### src/point_store_radius_and_nearest_macros.svh
// ----------------------------------------------------------------------------
// Assertion macros for the point store
// Shared property forms used by the top level checks.
// ----------------------------------------------------------------------------
`ifndef POINT_STORE_RADIUS_AND_NEAREST_MACROS_SVH
`define POINT_STORE_RADIUS_AND_NEAREST_MACROS_SVH

// same-cycle implication, disabled during reset
`define PSRN_ASSERT_NOW(label, clk, rst_n, a, c) \
    label: assert property (@(posedge clk) disable iff (!rst_n) (a) |-> (c)) \
        else $error("point store check failed");

// next-cycle implication, disabled during reset
`define PSRN_ASSERT_NEXT(label, clk, rst_n, a, c) \
    label: assert property (@(posedge clk) disable iff (!rst_n) (a) |=> (c)) \
        else $error("point store check failed");

`endif

### src/psrn_pkg.sv
// ----------------------------------------------------------------------------
// psrn_pkg
// Types and fixed constants of the point store with radius and nearest search.
// ----------------------------------------------------------------------------
package psrn_pkg;

    localparam int COORD_IN_W = 16;
    localparam int INDEX_W    = 6;
    localparam int DIST_W     = 34;
    localparam int KIND_W     = 3;

    // cycles between the last memory read and the closing result
    localparam int DRAIN_CYCLES = 3;
    localparam int DRAIN_W      = 2;

    localparam logic OP_INSERT = 1'b0;
    localparam logic OP_QUERY  = 1'b1;

    typedef enum logic [KIND_W-1:0] {
        KIND_EDGE    = 3'd0,
        KIND_NO_EDGE = 3'd1,
        KIND_FOUND   = 3'd2,
        KIND_EMPTY   = 3'd3,
        KIND_FULL    = 3'd4
    } kind_t;

    typedef enum logic [1:0] {
        ST_IDLE,
        ST_SCAN,
        ST_DRAIN,
        ST_DONE
    } state_t;

    typedef struct packed {
        logic load;    // request accepted: capture point, write memory
        logic issue;   // read the entry at the scan pointer
        logic finish;  // emit the closing result
    } ctrl_cmd_t;

    typedef struct packed {
        logic skip;      // nothing to scan for this request
        logic ptr_last;  // scan pointer is on the last entry
    } dp_status_t;

endpackage

### src/psrn_ctrl.sv
// ----------------------------------------------------------------------------
// psrn_ctrl
// Sequencer: accept a request, step the scan, wait out the pipeline, close.
// ----------------------------------------------------------------------------
module psrn_ctrl
    import psrn_pkg::*;
(
    input  logic       clk,
    input  logic       rst_n,
    input  logic       start,
    input  dp_status_t status,
    output logic       busy,
    output ctrl_cmd_t  cmd
);

    state_t               state_reg;
    state_t               state_next;
    logic [DRAIN_W-1:0]   drain_reg;
    logic [DRAIN_W-1:0]   drain_next;

    always_ff @(posedge clk or negedge rst_n)
    begin
        if (!rst_n)
        begin
            state_reg <= ST_IDLE;
            drain_reg <= '0;
        end
        else
        begin
            state_reg <= state_next;
            drain_reg <= drain_next;
        end
    end

    always_comb
    begin
        state_next = state_reg;
        drain_next = drain_reg;
        cmd        = '0;
        busy       = 1'b1;
        case (state_reg)
            ST_IDLE:
            begin
                busy = 1'b0;
                if (start)
                begin
                    cmd.load   = 1'b1;
                    state_next = status.skip ? ST_DONE : ST_SCAN;
                end
            end
            ST_SCAN:
            begin
                cmd.issue = 1'b1;
                if (status.ptr_last)
                begin
                    state_next = ST_DRAIN;
                    drain_next = DRAIN_W'(DRAIN_CYCLES - 1);
                end
            end
            ST_DRAIN:
            begin
                if (drain_reg == '0)
                begin
                    state_next = ST_DONE;
                end
                else
                begin
                    drain_next = drain_reg - DRAIN_W'(1);
                end
            end
            ST_DONE:
            begin
                cmd.finish = 1'b1;
                state_next = ST_IDLE;
            end
            default:
            begin
                state_next = ST_IDLE;
            end
        endcase
    end

endmodule

### config.mk
export PLATFORM = sky130hd
export DESIGN_NAME = psrn_ctrl
export DESIGN_NICKNAME = d
export VERILOG_FILES = /design/src/point_store_radius_and_nearest_macros.svh /design/src/psrn_pkg.sv /design/src/psrn_ctrl.sv
export SDC_FILE = /design/constraint.sdc
export NUM_CORES = 1
export LEC_CHECK = 0
export BUFFER_PORTS_ARGS = -buffer_cell sky130_fd_sc_hd__buf_2
export CORE_AREA = 2 2 39 41
export CTS_CLUSTER_DIAMETER = 80
export DETAILED_ROUTE_END_ITERATION = 7
export DIE_AREA = 0 0 41 43
export PLACE_DENSITY = 0.6
export SYNTH_ARGS = -nofsm -noshare
export SYNTH_HDL_FRONTEND = slang
export SYNTH_SLANG_ARGS = --single-unit
### constraint.sdc
create_clock -name clk -period 1.4 [get_ports clk]
set_clock_uncertainty 0.15 [all_clocks]
set_input_delay 0.07 -clock clk [delete_from_list [all_inputs] [get_ports clk]]
set_output_delay 0.07 -clock clk [all_outputs]
set_load 0.01 [all_outputs]
==> out/metrics.cfg <==
[global_routing]
grt_overflow = 0
antenna_found_initial = 0
grt.busiest_layer = met2
use_met2 = 0.231
grt_pass1_wl_mm = 1.61
grtUsageTotal = 0.136
grt_max_degree = 6
grt_util_met1 = 0.149
met3_usage = 0.0314
grt_pass1_vias = 393

[setup_path]
rr_worst_depth = 5
crit_path_start_kind = flop
reg2reg_slack_ns = -0.10
crit_path_top_delay_cell = dfrtp_2
crit_arrival_ns = 1.50
endpoint_kind = flop
worst-path-buf-inv = 1
path_max_fanout = 5
crit_required_ns = 1.39
crit_type = flop to flop
rr_startpoint = state_reg[1]$_DFFE_PN0P_
cp_top_family = flip-flops
cp_cell_sequence = inv_4, ha_4, and2b_4, a221oi_4, mux2i_1
slowest_delay_ns = 0.40
r2r-end = state_reg[1]$_DFFE_PN0P_

[sta]
clock.fmax_ghz = 0.665
setup_ws_ns = -0.105
setup_viol = 4
setup_tns_ns = -0.284
period_needed_ns = 1.50
rsz0062_at_grt = yes
report.final.slew_viol_count = 0
worst_slew_pin_slew_ns = 0.248
whs_ns = 0.0270
hold_viol_final = 0
fin_crit_sh = 1.07
relSlewSlack = 0.835

[route]
ant_nets = 0
num_vias = 379
via_per_inst = 4.68
drt-total-wl_mm = 1.01
drc_errors = 0
firstDrtPassIters = 4
avgRoutedWirePerCell_um = 12.4
drt_iter0_drc = 3

[finish]
stdcell_count = 81
layout_commonest_cell = buf_4
drive_above_1_share = 0.692
fin_nets = 80
diodes = 0
mostFrequentLayoutCells = buf_4, buf_6, ha_4, ha_2, buf_2
syn2layout_area_growth_pct = 81.6
finalInstanceArea_um2 = 716

[logic_synthesis]
syn_area_per_cell_um2 = 10.1
ys_seq_area_frac = 0.254
synthCells = 39
synth_cell_types = 22
synth-seq-cells = 4
yosysTopAreaCell = dfrtp_1
syn_area_um2 = 394
ys_top_cells_by_area = dfrtp_1, ha_1, a221oi_4
synthesis.nets = 52
yosysWarningCount = 0
netlist.area_leader.share = 0.254

[flow_run]
cap_violations = 0

[power_and_ir_drop]
power_frac_clock = 0.081
p_seq_frac = 0.147
switchingPower_uw = 659
irDropWorstVdd_mv = 0.961
leakage_uw = 0.000320
power_frac_comb = 0.772
powerDensity_nw_per_um2 = 2320
internal_power_uw = 1000
netSwitchingFraction = 0.397

[die]
dieArea_um2 = 1760
io_pins = 9
fp-row-count = 14
start_util = 0.285
die_w_um = 41
die_y_um = 43
core_area_um2 = 1380

[placed_design]
dp.cells = 72
pre_cts_slack_ns = -0.119
place.gp.congestion = 0.732
port_buffers = 8
placed_area_um2 = 529
dp_hpwl_um = 684

[status]
violations = negative setup slack
status = finished, violations left

[clock_network]
clockBufferDepth = 2
cts_tree = built
clkSinkCount = 4
cts_made_buffers = 3
path_clk_slew_ns = 0.04
clk_latency_ns = 0.23
clockRootBuffer = clkbuf_4
cts.htree.levels = 1

[worst_hold_path]
worstHoldPathType = input pin to async pin

## power by group through the flow
stage | clock network [µW] | registers, µW | logic (µW)
after floorplan | 0 | 223 | 563
after global placement | 0 | 220 | 877
after detailed placement | 0 | 222 | 884
after CTS | 145 | 230 | 1070
after global routing | 159 | 253 | 1400
final | 135 | 244 | 1280
## per-layer routing
metal  wire length [µm]  part of all wire
met1                383              0.38
met4                  0                 0
met3                 17             0.017
met5                  0                 0
met2                608              0.60
## repair_timing
action,in CTS,in global routing
endpoints found under the setup margin,6,8
hold endpoints to repair,4,0
pin swaps,4,3
buffers inserted,5,2
resized for setup,6,19
hold buffers,1,0
## how the worst max path moves through the flow
stage,from,end,depth (start not counted)
after floorplan,state_reg[1]$_DFFE_PN0P_,state_reg[1]$_DFFE_PN0P_,5
after global placement,state_reg[0]$_DFFE_PN0P_,drain_reg[0]$_DFFE_PN0P_,5
after detailed placement,state_reg[1]$_DFFE_PN0P_,state_reg[1]$_DFFE_PN0P_,5
after CTS,state_reg[1]$_DFFE_PN0P_,cmd[1],5
after global routing,state_reg[1]$_DFFE_PN0P_,state_reg[1]$_DFFE_PN0P_,5
final,state_reg[1]$_DFFE_PN0P_,state_reg[1]$_DFFE_PN0P_,5
## per-stage QoR
step / utilization / power (µW)
floorplan: - / 787
global placement: 0.382 / 1100
detailed placement: 0.382 / 1110
CTS: 0.458 / 1440
global route: 0.517 / 1810
finish: 0.517 / 1660
## synth_stat cells
library cell,count
a21oi_1,2
a221oi_4,1
a22oi_1,1
and2b_4,1
and4b_1,1
and4bb_1,1
dfrtp_1,4
ha_1,8
inv_1,6
inv_2,1
mux2i_1,2
nand2_1,1
nand2b_1,1
nand2b_2,1
nor2_1,1
nor2b_1,1
o211ai_1,1
o21ai_1,1
o21bai_1,1
o22ai_1,1
o32a_1,1
or2_1,1
## cell families (layout without fill, tap and decap cells)
kind of cell	after synthesis	in the layout	share of synthesized area
buffers and inverters	7	33	0.0667
AND/OR/NAND/NOR	9	9	0.171
flip-flops	4	4	0.254
multiplexers	2	2	0.0508
AO/OA/AOI/OAI	9	9	0.203
adder cells (fa/ha/maj)	8	8	0.254
## worst register-to-register path, delay by kind of cell, from the launching register on
kind / cells / cell delay, ns
adder cells (fa/ha/maj): 1 / 0.17
buffers and inverters: 1 / 0.07
flip-flops: 1 / 0.40
AND/OR/NAND/NOR: 1 / 0.18
multiplexers: 1 / 0.22
AO/OA/AOI/OAI: 1 / 0.22
## area by class of cell
type	count	area, µm²
multi-input cells	28	344
repair buffers	23	195
well taps	16	20.0
flip-flops and latches	4	103
clock buffers	3	22.5
inverters	7	31.3
fillers	121	668
(Power assumes the default switching activity.)
